===== src/hw/rtl/tft_pkg.sv =====
// Shared types and constants for the TCP flow tracker.
`default_nettype none
package tft_pkg;
    localparam int PendingDepthDefault = 16;
    localparam logic [15:0] EphMinReset = 16'd49152;
    localparam logic [8:0] GainReset = 9'd32;
    localparam logic [0:0] CfgEphMin = 1'b0;
    localparam logic [0:0] CfgGain = 1'b1;

    typedef enum logic [3:0] {
        ST_UNKNOWN = 4'd0, ST_SYN_SENT = 4'd1, ST_SYN_RCVD = 4'd2, ST_ESTAB = 4'd3,
        ST_FIN_WAIT1 = 4'd4, ST_FIN_WAIT2 = 4'd5, ST_CLOSING = 4'd6,
        ST_TIME_WAIT = 4'd7, ST_CLOSE_WAIT = 4'd8, ST_LAST_ACK = 4'd9,
        ST_CLOSED = 4'd10
    } tcp_state_t;

    typedef struct packed {
        logic        is_client;
        logic [31:0] seq;
        logic [31:0] ack;
        logic [15:0] plen;
        logic [62:0] now;
        logic [3:0]  cstate;
        logic [3:0]  sstate;
        logic [47:0] dsent;
        logic [47:0] drecv;
        logic [47:0] wsent;
        logic [47:0] wrecv;
    } front_item_t;

    function automatic logic [47:0] add_sat48(input logic [47:0] c, input logic [15:0] v);
        logic [48:0] s;
        s = {1'b0, c} + {33'd0, v};
        return s[48] ? {48{1'b1}} : s[47:0];
    endfunction

    function automatic logic [3:0] advance(input logic [7:0] f, input logic [3:0] s);
        logic [3:0] n;
        n = s;
        if (f[0]) begin
            if (s == ST_ESTAB) n = ST_FIN_WAIT1;
            else if (s == ST_FIN_WAIT1) n = ST_CLOSING;
            else if (s == ST_CLOSE_WAIT) n = ST_LAST_ACK;
        end
        if (f[4]) begin
            if (n == ST_FIN_WAIT1) n = ST_FIN_WAIT2;
            else if (n == ST_CLOSING) n = ST_TIME_WAIT;
            else if (n == ST_LAST_ACK) n = ST_CLOSED;
        end
        return n;
    endfunction
endpackage
`default_nettype wire


===== src/hw/rtl/tft_back.sv =====
// Back end: expected-ack ring, retransmission check and RTT estimator.
`default_nettype none
module tft_back #(
    parameter int PENDING_DEPTH = tft_pkg::PendingDepthDefault
) (
    input  wire logic        aclk,
    input  wire logic        aresetn,
    input  wire logic [8:0]  gain,
    input  wire logic        q_valid,
    output logic             q_ready,
    input  wire tft_pkg::front_item_t q_item,
    output logic             m_valid,
    input  wire logic        m_ready,
    output logic [3:0]       m_client_state,
    output logic [3:0]       m_server_state,
    output logic             m_from_client,
    output logic             m_retransmitted,
    output logic [31:0]      m_rtt_last_us,
    output logic [39:0]      m_rtt_smoothed,
    output logic [47:0]      m_data_bytes_sent,
    output logic [47:0]      m_data_bytes_received,
    output logic [47:0]      m_wire_bytes_sent,
    output logic [47:0]      m_wire_bytes_received,
    output logic [31:0]      m_retransmission_count,
    output logic             m_queue_overflow
);
    localparam int AW = (PENDING_DEPTH > 1) ? $clog2(PENDING_DEPTH) : 1;
    localparam int CW = $clog2(PENDING_DEPTH + 1);

    typedef enum logic [5:0] {
        S_IDLE = 6'b000001, S_CHECK = 6'b000010, S_POPRD = 6'b000100,
        S_POPCMP = 6'b001000, S_MUL = 6'b010000, S_OUT = 6'b100000
    } bstate_t;

    bstate_t st_reg;
    logic [31:0] ackmem [PENDING_DEPTH];
    logic [62:0] timemem [PENDING_DEPTH];
    logic [AW-1:0] head_reg, tail_reg;
    logic [CW-1:0] count_reg;
    tft_pkg::front_item_t it_reg;
    logic [31:0] rd_ack_reg, nw_ack_reg;
    logic [62:0] rd_time_reg;
    logic [31:0] last_rtt_reg, rcnt_reg;
    logic [39:0] srtt_reg;
    logic [31:0] samp_reg;
    logic [48:0] mul_a_reg, mul_b_reg;
    logic retr_reg, ovf_reg, m_valid_reg;
    logic [AW-1:0] newest;
    logic [63:0] diff;
    logic [31:0] sample;
    logic [8:0] g;
    logic [49:0] mix;

    assign q_ready = (st_reg == S_IDLE) && !m_valid_reg;
    assign newest = (tail_reg == '0) ? AW'(PENDING_DEPTH - 1) : tail_reg - AW'(1);
    assign diff = {1'b0, it_reg.now} - {1'b0, rd_time_reg};
    assign sample = diff[63] ? 32'd0 : ((|diff[62:32]) ? 32'hFFFF_FFFF : diff[31:0]);
    assign g = (gain > 9'd256) ? 9'd256 : gain;
    assign mix = {1'b0, mul_a_reg} + {1'b0, mul_b_reg} + 50'd128;

    always_ff @(posedge aclk) begin
        if (st_reg == S_CHECK && it_reg.plen != 16'd0 && count_reg != CW'(PENDING_DEPTH)) begin
            ackmem[tail_reg] <= it_reg.seq + {16'd0, it_reg.plen};
            timemem[tail_reg] <= it_reg.now;
        end
        rd_ack_reg <= ackmem[head_reg];
        rd_time_reg <= timemem[head_reg];
        nw_ack_reg <= ackmem[newest];
    end

    always_ff @(posedge aclk) begin
        if (!aresetn) begin
            st_reg <= S_IDLE;
            head_reg <= '0; tail_reg <= '0; count_reg <= '0;
            last_rtt_reg <= '0; srtt_reg <= '0; rcnt_reg <= '0;
            m_valid_reg <= 1'b0;
        end else begin
            unique case (st_reg)
                S_IDLE: begin
                    if (m_ready) m_valid_reg <= 1'b0;
                    if (q_valid && q_ready) st_reg <= S_CHECK;
                end
                S_CHECK: begin
                    retr_reg <= (count_reg != '0) && (it_reg.seq < nw_ack_reg);
                    ovf_reg <= (it_reg.plen != 16'd0) && (count_reg == CW'(PENDING_DEPTH));
                    if (count_reg != '0 && it_reg.seq < nw_ack_reg &&
                        rcnt_reg != 32'hFFFF_FFFF) rcnt_reg <= rcnt_reg + 32'd1;
                    if (it_reg.plen != 16'd0 && count_reg != CW'(PENDING_DEPTH)) begin
                        tail_reg <= (tail_reg == AW'(PENDING_DEPTH - 1)) ? '0
                                    : tail_reg + AW'(1);
                        count_reg <= count_reg + CW'(1);
                    end
                    st_reg <= S_POPRD;
                end
                S_POPRD: st_reg <= S_POPCMP;
                S_POPCMP: begin
                    if (count_reg != '0 && it_reg.ack >= rd_ack_reg) begin
                        last_rtt_reg <= sample;
                        samp_reg <= sample;
                        mul_a_reg <= 49'(9'd256 - g) * 49'(srtt_reg);
                        mul_b_reg <= 49'(g) * {9'd0, sample, 8'd0};
                        head_reg <= (head_reg == AW'(PENDING_DEPTH - 1)) ? '0
                                    : head_reg + AW'(1);
                        count_reg <= count_reg - CW'(1);
                        st_reg <= S_MUL;
                    end else st_reg <= S_OUT;
                end
                S_MUL: begin
                    if (srtt_reg == '0) srtt_reg <= {samp_reg, 8'd0};
                    else srtt_reg <= mix[47:8];
                    st_reg <= S_POPRD;
                end
                S_OUT: begin
                    m_valid_reg <= 1'b1;
                    st_reg <= S_IDLE;
                end
                default: st_reg <= S_IDLE;
            endcase
        end
    end

    always_ff @(posedge aclk) begin
        if (q_valid && q_ready) it_reg <= q_item;
    end

    assign m_valid = m_valid_reg;
    assign m_client_state = it_reg.cstate;
    assign m_server_state = it_reg.sstate;
    assign m_from_client = it_reg.is_client;
    assign m_retransmitted = retr_reg;
    assign m_rtt_last_us = last_rtt_reg;
    assign m_rtt_smoothed = srtt_reg;
    assign m_data_bytes_sent = it_reg.dsent;
    assign m_data_bytes_received = it_reg.drecv;
    assign m_wire_bytes_sent = it_reg.wsent;
    assign m_wire_bytes_received = it_reg.wrecv;
    assign m_retransmission_count = rcnt_reg;
    assign m_queue_overflow = ovf_reg;

`ifndef SYNTHESIS
    a_cnt: assert property (@(posedge aclk) disable iff (!aresetn)
        count_reg <= CW'(PENDING_DEPTH)) else $error("ring count overrun");
    a_ptr: assert property (@(posedge aclk) disable iff (!aresetn)
        (count_reg != CW'(PENDING_DEPTH) && count_reg != '0) |-> (head_reg != tail_reg))
        else $error("ring pointers inconsistent");
    a_out: assert property (@(posedge aclk) disable iff (!aresetn)
        (st_reg == S_OUT) |=> m_valid_reg) else $error("result lost");
`endif
endmodule
`default_nettype wire


===== config.mk =====
export PLATFORM = sky130hd
export DESIGN_NAME = tft_back
export DESIGN_NICKNAME = d
export VERILOG_FILES = /design/src/hw/rtl/tft_pkg.sv /design/src/hw/rtl/tft_back.sv
export SDC_FILE = /design/constraint.sdc
export NUM_CORES = 2
export LEC_CHECK = 0
export ABC_AREA = 1
export BUFFER_PORTS_ARGS = -buffer_cell sky130_fd_sc_hd__buf_2
export CAP_MARGIN = 20
export CORE_ASPECT_RATIO = 1.75
export CORE_UTILIZATION = 60
export CTS_CLUSTER_SIZE = 20
export DETAILED_ROUTE_END_ITERATION = 7
export GPL_ROUTABILITY_DRIVEN = 1
export MAX_ROUTING_LAYER = met4
export PLACE_DENSITY_LB_ADDON = 0.1
export SLEW_MARGIN = 20
export SYNTH_ARGS = -nofsm -noshare
export SYNTH_HDL_FRONTEND = slang
export SYNTH_SLANG_ARGS = --single-unit

===== constraint.sdc =====
create_clock -name aclk -period 9.8 [get_ports aclk]
set_input_delay 0 -clock aclk [delete_from_list [all_inputs] [get_ports aclk]]
set_output_delay 0 -clock aclk [all_outputs]
set_load 0.05 [all_outputs]

==> key figures <==
Status
  – Status: finished clean

Synth
  – Post-Synthesis Cells: 11500
  – Area contributors post-synth: edfxtp_1 50%, fa_1 8.7%, nand2_1 5.5%, inv_1 4.5%, dfxtp_1 4.2%
  – Top FF cell, synth: edfxtp_1
  – Yosys reg bits: 2230
  – Register area share after synthesis: 54.2%
  – Synthesized cell area: 119000 µm²
  – Synth warnings: 0
  – Largest area contributor in the netlist: edfxtp_1
  – Netlist cell types: 61
  – Synth async-reset ratio: 0%
  – Post-synth top area share: 49.9%
  – Avg Cell Area, Syn: 10.3 µm²
  – Post-synth EDFFs: 1979

Detailed routing
  – Avg WL per Cell: 26.0 µm
  – Antenna viol nets, final: 0
  – Vias per std cell: 6.10
  – DRC Markers: 0
  – Number of DRC markers in iteration 0: 10200
  – Drt total wl: 400000 µm
  – First-pass DRT Iterations: 7
  – Via count: 93700

Finish
  – Share of cells above drive strength 1: 10.5%
  – Nets: 13800
  – Final Non-Filler Cells: 15400
  – Final Util: 70.2%
  – Area added between synthesis and finish: 15.9%
  – Design Area, Final: 138000 µm²
  – Max FFs per register: 1008

Clocking
  – # hold bufs at CTS: 690
  – CTS Root Cell: clkbuf_16
  – H-Tree Level Count: 4
  – # Post-CTS Setup Buffers: 0
  – Post-CTS Resized: 0
  – Clk Latency, worst-skew pair: 910 ps
  – CTS Buf Count: 202
  – Reg clk slew, reported paths: 70 ps
  – CTS tree: built
  – Clock sinks: 2230
  – CTS max path bufs: 4

STA
  – Worst hold slack: 67.6 ps
  – Post-route minimum period: 9460 ps
  – Final WS setup: 338 ps
  – Final Skew: 102 ps
  – RSZ-0062 raised after global routing: no
  – Slew HR: 15.1%
  – Final hold violation count: 0
  – Fin crit share: 96.5%
  – Final-report setup violation count: 0
  – Max-slew violations: 0
  – Max frequency: 106 MHz
  – Setup TNS: 0 ps
  – Worst-Margin Slew: 1270 ps

Global route
  – Largest net degree at the start of global routing: 247
  – First-pass GRT wire length: 587000 µm
  – Congestion Overflow GR: 0
  – Initial antenna violation count: 8
  – Vias in the first global route: 95700
  – Total track usage: 40.7%

Worst setup path
  – Critical-path top delay cell: edfxtp_1
  – Worst path most repeated cell: nand2_1
  – Setup Crit Path Kind: flop to flop
  – Kind of end point of the critical path: flop
  – Max FO, Critical Path: 32
  – Max stage delay on crit path: 670 ps
  – Crit start category: flop
  – Arr. time, crit path: 10020 ps
  – Worst R2R Path Depth: 40
  – Required @ worst endpoint: 10360 ps

Hold path
  – Hold path depth: 2
  – HP Class: primary input to flop

Run
  – MaxCap Viol Count: 0

Power and ir drop
  – Leak pwr: 54.0 nW
  – Pwr per Cell Area: 169 nW/µm²
  – Power, Total: 23.3 mW
  – Peak supply drop: 204 µV

Floorplanning
  – Site row count: 215
  – Die H: 591 µm
  – CORE AREA: 196000 µm²
  – Die ar.: 200000 µm²
  – Initial core utilization: 60.6%
  – I/O Pins: 666
  – Width of the die: 339 µm

Placed design
  – Post-Place Cell Area: 124000 µm²
  – Post-place setup slack: 599 ps
  – Port Buffers: 665
  – Placed insts: 14300
  – Dpl hpwl: 251000 µm
  – Final GP Congestion: 1.04
placed cells by master (no fill, tap or decap), types with 183 or more instances in the layout:
cell / n
edfxtp_1: 1979
nand2_1: 1746
inv_1: 1410
nor2_1: 1240
o21ai_0: 1001
a21oi_1: 692
dlygate4sd3_1: 690
buf_2: 665
fa_1: 516
nand3_1: 414
ha_1: 359
dfxtp_1: 247
clkbuf_16: 206
o211ai_1: 183
worst max-delay path, delay by kind of cell (launching register included):
kind,cells,cell delay [ps]
AO/OA/AOI/OAI,6,1250
XOR/XNOR,1,140
adder cells (fa/ha/maj),6,2960
buffers and inverters,7,580
flip-flops,1,670
AND/OR/NAND/NOR,20,3470
worst paths after layout:
path                      from             to  slack, ps
setup / recovery   it_reg[224]  mul_b_reg[45]        340
hold / removal     q_item[257]    it_reg[257]         70
hold reg to reg   count_reg[4]   count_reg[4]        470
setup reg to reg   it_reg[224]  mul_b_reg[45]        340
where the power goes:
group	switching [mW]	leakage [nW]	internal, mW
clock	3.66	3.31	4.66
sequential	0.195	20.0	10.8
combinational	2.64	30.6	1.29
total	6.49	54.0	16.8
routing by layer:
layer / vias up / part of all wire (%) / global-route usage [%]
li1: 41100 / - / -
met1: 45400 / 34 / 44.8
met2: 5785 / 50 / 68.2
met3: 1458 / 8.5 / 5.66
met4: 0 / 8.2 / 28.3
met5: - / 0 / -
final cells by class:
cell class                 instances  area [µm²]
multi-input combinational       7143       46000
fill                           13700       58500
clock inverter                   104        1240
inverter                        1460        5510
tap                             2604        3260
sequential                      2230       64500
clock buffer                     264        5540
timing repair buffer            1544       11800
antenna                            8        20.0
cell usage after synthesis (all sizes together) (9+ instances only):
cell type and number:
a211oi 16, a21o 20, a21oi 693, a31oi 32, and3 9, buf 276
clkbuf 447, dfxtp 251, edfxtp 1979, fa 516, ha 359, inv 1455
mux2i 108, nand2 1791, nand3 419, nand4 53, nor2 1276, nor3 58
nor4 30, o211ai 183, o21a 22, o21ai 1007, o21bai 11, o221ai 125
o311ai 9, o32ai 144, xnor2 79, xor2 91
kinds of logic (layout without fill, tap and decap cells):
group                    count (synthesis)  count (layout)  share of synthesized area (%)
XOR/XNOR                               170             170                           1.25
multiplexers                           108             108                          0.909
AO/OA/AOI/OAI                         2287            2287                           11.1
buffers and inverters                 2183            3372                           7.57
other                                    2              47                        0.00631
AND/OR/NAND/NOR                       3664            3664                           12.5
flip-flops                            2230            2230                           54.2
adder cells (fa/ha/maj)                875             875                           12.5
(Power assumes the default switching activity.)
